File: src/pisl_pkg.sv
// ----------------------------------------------------------------------------
// PI speed loop package
// Shared widths, register indexes, reset values and scaling constants.
// ----------------------------------------------------------------------------
package pisl_pkg;

  // Configuration port
  localparam int unsigned CFG_IDX_W  = 3;
  localparam int unsigned CFG_DATA_W = 16;

  typedef enum logic [CFG_IDX_W-1:0] {
    CFG_TARGET_FREQ   = 3'd0,
    CFG_PROP_GAIN     = 3'd1,
    CFG_INT_GAIN      = 3'd2,
    CFG_INT_LIMIT     = 3'd3,
    CFG_FF_DUTY       = 3'd4,
    CFG_TICKS_PER_UPD = 3'd5
  } cfg_idx_e;

  // Item operation codes
  typedef enum logic {
    OP_PULSE = 1'b0,
    OP_TICK  = 1'b1
  } op_e;

  // Field widths
  localparam int unsigned ADC_W    = 10;
  localparam int unsigned DUTY_W   = 10;
  localparam int unsigned FREQ_W   = 16;
  localparam int unsigned GAIN_W   = 16;
  localparam int unsigned LIMIT_W  = 10;
  localparam int unsigned TICK_W   = 8;
  localparam int unsigned VIN_W    = 15;
  localparam int unsigned VLOGIC_W = 13;
  localparam int unsigned INTEG_W  = 40;
  localparam int unsigned FRAC_W   = 16;

  // Parameter defaults
  localparam int unsigned PWM_MAX_DEF        = 1023;
  localparam int unsigned ADC_FULL_SCALE_DEF = 1024;

  // Register reset values
  localparam logic [FREQ_W-1:0]  TARGET_FREQ_RST = 16'd1200;
  localparam logic [GAIN_W-1:0]  PROP_GAIN_RST   = 16'd3277;
  localparam logic [GAIN_W-1:0]  INT_GAIN_RST    = 16'd655;
  localparam logic [LIMIT_W-1:0] INT_LIMIT_RST   = 10'd100;
  localparam logic [DUTY_W-1:0]  FF_DUTY_RST     = 10'd100;
  localparam logic [TICK_W-1:0]  TICKS_UPD_RST   = 8'd10;
  localparam logic [DUTY_W-1:0]  DUTY_RST        = 10'd100;

  // Scaling
  localparam int unsigned FREQ_STEP  = 10;
  localparam int unsigned DUTY_MAX   = 1023;
  localparam longint unsigned VIN_NUM    = 64'd28160;  // 2560 * 11
  localparam longint unsigned VLOGIC_NUM = 64'd99840;  // 2560 * 39
  localparam longint unsigned VLOGIC_DIV = 64'd14;
  localparam int unsigned VIN_MAX    = 32767;
  localparam int unsigned VLOGIC_MAX = 8191;

endpackage

File: src/pi_speed_loop_with_tacho.sv
// ----------------------------------------------------------------------------
// PI speed loop with tachometer
// Counts tacho pulses, runs a fixed-point PI update with anti-windup and
// feedforward every few ticks, and scales converter samples to millivolts.
// ----------------------------------------------------------------------------
//  channel | signals                         | direction
//  --------+---------------------------------+----------
//  in      | in_valid_i / in_ready_o         | request in
//  out     | out_valid_o / out_ready_i       | result out
//  cfg     | cfg_valid_i / cfg_ready_o       | register write in
//
//  One request per cycle; its result is registered and shows the next cycle.
//  The whole update (error, two 17x17 products, integral add) is one stage.
//  A new request is taken while the result slot is empty or being drained.
//  Reset clears control and loop state but duty; config regs take defaults.
//  Config writes are always accepted.
// ----------------------------------------------------------------------------
module pi_speed_loop_with_tacho #(
  parameter int unsigned PWM_MAX        = pisl_pkg::PWM_MAX_DEF,
  parameter int unsigned ADC_FULL_SCALE = pisl_pkg::ADC_FULL_SCALE_DEF
) (
  input  logic                               clk_i,
  input  logic                               rst_ni,

  input  logic                               in_valid_i,
  output logic                               in_ready_o,
  input  logic                               operation_i,
  input  logic [pisl_pkg::ADC_W-1:0]         adc_sample_i,
  input  logic                               motor_running_i,

  output logic                               out_valid_o,
  input  logic                               out_ready_i,
  output logic [pisl_pkg::DUTY_W-1:0]        pwm_duty_o,
  output logic [pisl_pkg::FREQ_W-1:0]        measured_frequency_o,
  output logic [pisl_pkg::VIN_W-1:0]         input_voltage_mv_o,
  output logic [pisl_pkg::VLOGIC_W-1:0]      logic_voltage_mv_o,
  output logic                               adc_channel_o,
  output logic                               update_done_o,

  input  logic                               cfg_valid_i,
  output logic                               cfg_ready_o,
  input  logic [pisl_pkg::CFG_IDX_W-1:0]     cfg_index_i,
  input  logic [pisl_pkg::CFG_DATA_W-1:0]    cfg_data_i
);
  import pisl_pkg::*;

  // Millivolt scaling: floor(sample * NUM / DIV) as (sample * MUL) >> SHIFT,
  // exact for every ADC_W-bit sample since 2^SHIFT >= 2^ADC_W * DIV.
  localparam longint unsigned VinDiv      = longint'(ADC_FULL_SCALE);
  localparam int unsigned     VinShift    = ADC_W + $clog2(VinDiv);
  localparam longint unsigned VinMul      = ((VIN_NUM << VinShift) + VinDiv - 1) / VinDiv;
  localparam int unsigned     VinMulW     = $clog2(VinMul + 1);
  localparam int unsigned     VinProdW    = ADC_W + VinMulW;

  localparam longint unsigned VlogicDiv   = longint'(ADC_FULL_SCALE) * VLOGIC_DIV;
  localparam int unsigned     VlogicShift = ADC_W + $clog2(VlogicDiv);
  localparam longint unsigned VlogicMul   =
    ((VLOGIC_NUM << VlogicShift) + VlogicDiv - 1) / VlogicDiv;
  localparam int unsigned     VlogicMulW  = $clog2(VlogicMul + 1);
  localparam int unsigned     VlogicProdW = ADC_W + VlogicMulW;

  localparam int unsigned DutyCap  = (PWM_MAX < DUTY_MAX) ? PWM_MAX : DUTY_MAX;
  localparam int unsigned SumW     = INTEG_W + 2;
  localparam int unsigned MagW     = SumW - 1 - FRAC_W;

  // Configuration registers
  logic [FREQ_W-1:0]  target_q;
  logic [GAIN_W-1:0]  prop_gain_q;
  logic [GAIN_W-1:0]  int_gain_q;
  logic [LIMIT_W-1:0] int_limit_q;
  logic [DUTY_W-1:0]  ff_duty_q;
  logic [TICK_W-1:0]  ticks_upd_q;

  // Loop state (duty/freq/voltages/channel double as the result register)
  logic [TICK_W-1:0]         tick_q, tick_d;
  logic [FREQ_W-1:0]         freq_acc_q, freq_acc_d;
  logic signed [INTEG_W-1:0] integ_q, integ_d;
  logic                      chan_q, chan_d;
  logic [DUTY_W-1:0]         duty_q, duty_d;
  logic [FREQ_W-1:0]         freq_q, freq_d;
  logic [VIN_W-1:0]          vin_q, vin_d;
  logic [VLOGIC_W-1:0]       vlogic_q, vlogic_d;
  logic                      done_q, done_d;
  logic                      out_valid_q;

  logic accept;
  logic update;
  logic [TICK_W-1:0] tick_next;

  logic [VinProdW-1:0]    vin_prod, vin_quo;
  logic [VlogicProdW-1:0] vlogic_prod, vlogic_quo;

  logic signed [FREQ_W:0]    err;
  logic signed [2*FREQ_W+1:0] inc, prop_term;
  logic signed [INTEG_W:0]   integ_sum, integ_lim;
  logic signed [INTEG_W-1:0] integ_new;
  logic signed [SumW-1:0]    ctl_sum;
  logic [MagW-1:0]           ctl_mag;
  logic [DUTY_W-1:0]         duty_calc;

  assign accept      = in_valid_i && in_ready_o;
  assign in_ready_o  = !out_valid_q || out_ready_i;
  assign cfg_ready_o = 1'b1;

  assign tick_next = tick_q + TICK_W'(1);
  // A zero period or a wrapped count also lands on an update
  assign update = (op_e'(operation_i) == OP_TICK) &&
                  ((tick_next >= ticks_upd_q) || (tick_next == '0));

  // Supply monitor scaling
  assign vin_prod    = VinProdW'(adc_sample_i) * VinProdW'(VinMul);
  assign vin_quo     = vin_prod >> VinShift;
  assign vlogic_prod = VlogicProdW'(adc_sample_i) * VlogicProdW'(VlogicMul);
  assign vlogic_quo  = vlogic_prod >> VlogicShift;

  // PI controller, Q.16 fixed point; the freshly measured frequency feeds it
  assign err       = $signed({1'b0, target_q}) - $signed({1'b0, freq_acc_q});
  assign inc       = $signed({1'b0, int_gain_q}) * err;
  assign prop_term = $signed({1'b0, prop_gain_q}) * err;
  assign integ_sum = (INTEG_W+1)'(integ_q) + (INTEG_W+1)'(inc);
  assign integ_lim = $signed({{(INTEG_W+1-LIMIT_W-FRAC_W){1'b0}}, int_limit_q,
                              {FRAC_W{1'b0}}});

  always_comb begin
    integ_new = integ_q;
    if (integ_sum < integ_lim) begin
      // Clamp at the floor of the 40-bit range
      if (integ_sum[INTEG_W] && !integ_sum[INTEG_W-1]) begin
        integ_new = {1'b1, {(INTEG_W-1){1'b0}}};
      end else begin
        integ_new = integ_sum[INTEG_W-1:0];
      end
    end
  end

  assign ctl_sum = SumW'(integ_new) + SumW'(prop_term) +
                   $signed({{(SumW-DUTY_W-FRAC_W){1'b0}}, ff_duty_q, {FRAC_W{1'b0}}});
  assign ctl_mag = ctl_sum[SumW-2:FRAC_W];

  // Negative sums clamp straight to zero, as does a stopped motor
  always_comb begin
    if (!motor_running_i || ctl_sum[SumW-1]) begin
      duty_calc = '0;
    end else if (ctl_mag > MagW'(DutyCap)) begin
      duty_calc = DUTY_W'(DutyCap);
    end else begin
      duty_calc = ctl_mag[DUTY_W-1:0];
    end
  end

  always_comb begin
    tick_d     = tick_q;
    freq_acc_d = freq_acc_q;
    integ_d    = integ_q;
    chan_d     = chan_q;
    duty_d     = duty_q;
    freq_d     = freq_q;
    vin_d      = vin_q;
    vlogic_d   = vlogic_q;
    done_d     = 1'b0;
    if (op_e'(operation_i) == OP_PULSE) begin
      // Count in hertz directly; saturate
      if (freq_acc_q > FREQ_W'((1 << FREQ_W) - 1 - FREQ_STEP)) begin
        freq_acc_d = '1;
      end else begin
        freq_acc_d = freq_acc_q + FREQ_W'(FREQ_STEP);
      end
    end else if (update) begin
      tick_d     = '0;
      freq_acc_d = '0;
      freq_d     = freq_acc_q;
      integ_d    = integ_new;
      duty_d     = duty_calc;
      chan_d     = !chan_q;
      done_d     = 1'b1;
      if (!chan_q) begin
        vin_d = (vin_quo > VinProdW'(VIN_MAX)) ? VIN_W'(VIN_MAX) : vin_quo[VIN_W-1:0];
      end else begin
        vlogic_d = (vlogic_quo > VlogicProdW'(VLOGIC_MAX)) ?
                   VLOGIC_W'(VLOGIC_MAX) : vlogic_quo[VLOGIC_W-1:0];
      end
    end else begin
      tick_d = tick_next;
    end
  end

  always_ff @(posedge clk_i or negedge rst_ni) begin
    if (!rst_ni) begin
      tick_q      <= '0;
      freq_acc_q  <= '0;
      integ_q     <= '0;
      chan_q      <= 1'b0;
      duty_q      <= DUTY_RST;
      freq_q      <= '0;
      vin_q       <= '0;
      vlogic_q    <= '0;
      done_q      <= 1'b0;
      out_valid_q <= 1'b0;
    end else begin
      if (accept) begin
        tick_q     <= tick_d;
        freq_acc_q <= freq_acc_d;
        integ_q    <= integ_d;
        chan_q     <= chan_d;
        duty_q     <= duty_d;
        freq_q     <= freq_d;
        vin_q      <= vin_d;
        vlogic_q   <= vlogic_d;
        done_q     <= done_d;
      end
      // Hold the result until taken
      if (accept) begin
        out_valid_q <= 1'b1;
      end else if (out_ready_i) begin
        out_valid_q <= 1'b0;
      end
    end
  end

  always_ff @(posedge clk_i or negedge rst_ni) begin
    if (!rst_ni) begin
      target_q    <= TARGET_FREQ_RST;
      prop_gain_q <= PROP_GAIN_RST;
      int_gain_q  <= INT_GAIN_RST;
      int_limit_q <= INT_LIMIT_RST;
      ff_duty_q   <= FF_DUTY_RST;
      ticks_upd_q <= TICKS_UPD_RST;
    end else if (cfg_valid_i && cfg_ready_o) begin
      unique case (cfg_idx_e'(cfg_index_i))
        CFG_TARGET_FREQ:   target_q    <= cfg_data_i[FREQ_W-1:0];
        CFG_PROP_GAIN:     prop_gain_q <= cfg_data_i[GAIN_W-1:0];
        CFG_INT_GAIN:      int_gain_q  <= cfg_data_i[GAIN_W-1:0];
        CFG_INT_LIMIT:     int_limit_q <= cfg_data_i[LIMIT_W-1:0];
        CFG_FF_DUTY:       ff_duty_q   <= cfg_data_i[DUTY_W-1:0];
        CFG_TICKS_PER_UPD: ticks_upd_q <= cfg_data_i[TICK_W-1:0];
        default: ;  // drop unknown indexes
      endcase
    end
  end

  assign out_valid_o          = out_valid_q;
  assign pwm_duty_o           = duty_q;
  assign measured_frequency_o = freq_q;
  assign input_voltage_mv_o   = vin_q;
  assign logic_voltage_mv_o   = vlogic_q;
  assign adc_channel_o        = chan_q;
  assign update_done_o        = done_q;

endmodule

File: config.mk
export PLATFORM = sky130hd
export DESIGN_NAME = pi_speed_loop_with_tacho
export DESIGN_NICKNAME = d
export VERILOG_FILES = /design/src/pisl_pkg.sv /design/src/pi_speed_loop_with_tacho.sv
export SDC_FILE = /design/constraint.sdc
export NUM_CORES = 2
export LEC_CHECK = 0
export BUFFER_PORTS_ARGS = -buffer_cell sky130_fd_sc_hd__buf_2
export CAP_MARGIN = 40
export CORE_AREA = 2 2 289 291
export CTS_BUF_LIST = sky130_fd_sc_hd__clkbuf_4 sky130_fd_sc_hd__clkbuf_8 sky130_fd_sc_hd__clkbuf_16
export DETAILED_ROUTE_END_ITERATION = 8
export DIE_AREA = 0 0 291 293
export PLACE_DENSITY = 0.56
export SLEW_MARGIN = 5
export SYNTH_ARGS = -nofsm -noshare
export SYNTH_HDL_FRONTEND = slang
export SYNTH_SLANG_ARGS = --single-unit
File: constraint.sdc
create_clock -name clk_i -period 18.63 [get_ports clk_i]
set_clock_uncertainty 0.1 [all_clocks]
set_input_delay 0 -clock clk_i [delete_from_list [all_inputs] [get_ports clk_i]]
set_output_delay 0 -clock clk_i [all_outputs]
set_load 0.01 [all_outputs]
==> results.py <==
metrics = {
    "grt": {
        "grt.overflow.total": 0,
        "grt_start_max_net_pins": 68,
        "initial_antenna_violation_count": 7,
        "grt_pass1_wl_microns": 158000,
        "track_usage_pct": 23.9,
        "first_global_vias": 27600,
    },
    "synth": {
        "post-synth-top-area-cell": "sky130_fd_sc_hd__fa_1",
        "synth-async-reset-ratio_pct": 100,
        "synth_top_area_share_pct": 32.2,
        "synthesis.instances": 4026,
        "ys_dominant_reg_cell": "sky130_fd_sc_hd__dfrtp_1",
        "synth_edf_count": 0,
        "syn-num-nets": 5097,
        "synth_area_per_cell_sq_um": 9.12,
        "yosys_warnings": 0,
        "synth.lib_cells_used.distinct": 85,
        "post-synth-top-count-cell": "sky130_fd_sc_hd__inv_1",
        "synth_area_sq_um": 36700,
        "postSynthRegisterBits": 197,
        "synth_commonest_cells": "sky130_fd_sc_hd__inv_1, sky130_fd_sc_hd__fa_1, sky130_fd_sc_hd__ha_1, sky130_fd_sc_hd__nand2_1, sky130_fd_sc_hd__dfrtp_1",
        "yosysSeqAreaShare_pct": 13.5,
        "ys_top_cells_by_area": "sky130_fd_sc_hd__fa_1, sky130_fd_sc_hd__ha_1, sky130_fd_sc_hd__dfrtp_1",
    },
    "die": {
        "die_w_microns": 291,
        "floorplan.die.height_microns": 293,
        "num_rows": 105,
        "core_region_area_sq_um": 81800,
        "design.die.area_sq_um": 85300,
        "initial_core_util_pct": 44.9,
        "ioPinCount": 95,
    },
    "cts": {
        "clkTransAtPathRegs_ns": 0.10,
        "htree_levels": 4,
        "cts_tree": "yes",
        "clk_latency_ns": 0.52,
        "clk_root_buffer_cell": "sky130_fd_sc_hd__clkbuf_16",
        "numCtsBuffers": 17,
        "tritoncts_num_sinks": 197,
        "clockBufferDepth": 2,
    },
    "sta": {
        "tightestPinTransition_ns": 0.902,
        "period_utilization_post_route_pct": 93.4,
        "setup_repair_after_global_routing_missed_its_margin": "false",
        "min_period_ns": 17.41,
        "final.setup.tns_ns": 0,
        "setup_viol": 0,
        "highest_clock_rate_ghz": 0.0574,
        "relSlewSlack_pct": 39.9,
        "timing.final.max_slew_violations": 0,
        "final_hold_viol_count": 0,
    },
    "detailed_routing": {
        "wirelength_microns": 97800,
        "detail_route.vias_per_cell": 5.28,
        "wire_per_inst_microns": 19.0,
        "drt_drc_violations_left": 0,
        "detail_route.iter0.violations": 1606,
        "first_drt_pass_iteration_count": 8,
        "routed-via-count": 27100,
        "count_of_antenna_violating_nets_left_after_detailed_routing": 0,
    },
    "setup_path": {
        "critical-path-slowest-cell": "sky130_fd_sc_hd__o311ai_0",
        "cp_slowest_stage_delay_ns": 0.62,
        "setup.worst_path.end_class": "flip-flop",
        "timing_worst_setup_path_type": "reg2reg",
        "cp.arrival_ns": 17.66,
        "worstSetupStartpointType": "flip-flop",
        "critical_path_required_ns": 18.88,
        "largest_driver_fanout_on_the_critical_path": 35,
        "cp_common_cell": "sky130_fd_sc_hd__fa_1",
    },
    "run": {
        "timing.max_cap.violations": 0,
    },
    "place": {
        "port_buffers": 93,
        "routability_driven_placement_congestion_ratio": 0.892,
        "detailed_place_hpwl_microns": 78300,
    },
    "final_layout": {
        "drive_gt1_share_pct": 8.55,
        "final_nets": 5128,
        "area_delta_synth_final_pct": 7.37,
    },
    "run_status": {
        "outcome": "finished, final reports clean",
    },
    "worst_hold_path": {
        "min_path_type": "in2reg",
    },
}
area by class of cell:
class / count / area, sq um
inverters: 906 / 3400
clock buffers: 17 / 425
fillers: 8013 / 42400
multi-input cells: 2762 / 27800
repair buffers: 173 / 1250
well taps: 1070 / 1340
clock inverters: 15 / 234
diodes: 1 / 2.50
flip-flops and latches: 197 / 4960
timing repair:
action,4_1_cts,5_1_grt
hold buffers,30,0
endpoints found under the setup margin,0,10
hold endpoints to repair,170,0
resized for setup,0,4
setup buffers,0,2
cell families after synthesis:
family	after synthesis	synth area share, %
AOI/OAI and AO/OA	536	9.61
xor gates and xnor gates	81	1.93
adders and majority gates	1035	47.3
buffers and inverters	1067	11.1
DFF	197	13.5
muxes	89	2.75
other	1	0.0102
and+or+nand+nor	1020	13.7
state kept, by name, indices dropped and copies added (netlist names), 10 cells and up:
name                  cells
integ_q                  40
freq_acc_q               16
int_gain_q               16
measured_frequency_o     16
prop_gain_q              16
target_q                 16
input_voltage_mv_o       15
logic_voltage_mv_o       13
ff_duty_q                10
int_limit_q              10
pwm_duty_o               10
critical path: cells and delay by family (launching register included):
family          cells  cell delay, ns
fa+ha+maj          17            7.13
compound gates     16            3.91
simple gates       15            3.16
buf+inv            12            1.45
mux                 2            0.73
flops               1            0.46
xor+xnor            1            0.25
path summary, 6_finish.rpt:
kind	from	endpoint	slack, ns	depth (start not counted)
setup / recovery	freq_acc_q[1]	pwm_duty_o[7]	1.22	63
max in group asynchronous	rst_ni	logic_voltage_mv_o[10]	16.58	4
setup reg to reg	freq_acc_q[1]	pwm_duty_o[7]	1.22	63
hold reg to reg	pwm_duty_o[5]	pwm_duty_o[5]	0.38	2
hold / removal	adc_sample_i[2]	input_voltage_mv_o[1]	0.14	4
min in group asynchronous	rst_ni	logic_voltage_mv_o[11]	0.50	3
cell usage in the layout (no fill, tap or decap), drive strengths merged, types with 13 or more instances in the layout:
cell type,instances
a31oi,23
ha,444
or2,27
nor2,109
clkbuf,17
buf,143
and3b,15
nor2b,47
nand2,429
xor2,30
a21oi,144
a32o,28
a21o,29
a211oi,21
nand4,21
nor3,30
dfrtp,169
and2,161
o31ai,20
fa,591
xnor2,51
dfstp,28
a32oi,13
mux2,81
nand3b,23
inv,917
and3,13
nand2b,42
nand3,64
o21ai,146
o211ai,21
dlygate4sd3,30
stage by stage:
stage	std cells	utilization, %	worst slack (ns)	cell area, sq um	hold WS (ns)
finish	5141	48.2	1.22	39400	0.141
global route	5141	48.2	0.0199	39400	0.161
CTS	5137	48.1	0.522	39400	0.130
detailed placement	5075	47.0	0.606	38400	-0.0445
global placement	5062	46.7	0.854	38200	-0.0470
floorplan	4026	-	2.06	36700	-0.396
per-layer routing:
layer | share of wire, % | track usage (%) | vias up
met5 | 0.020 | 0 | -
met4 | 1.8 | 5.05 | 4
met3 | 6.0 | 4.67 | 88
met2 | 47 | 38.3 | 613
met1 | 46 | 33.7 | 13700
li1 | - | - | 12800
Power is not shown: default switching activity piles up to over one toggle a cycle in this logic, so the estimate is an artifact.
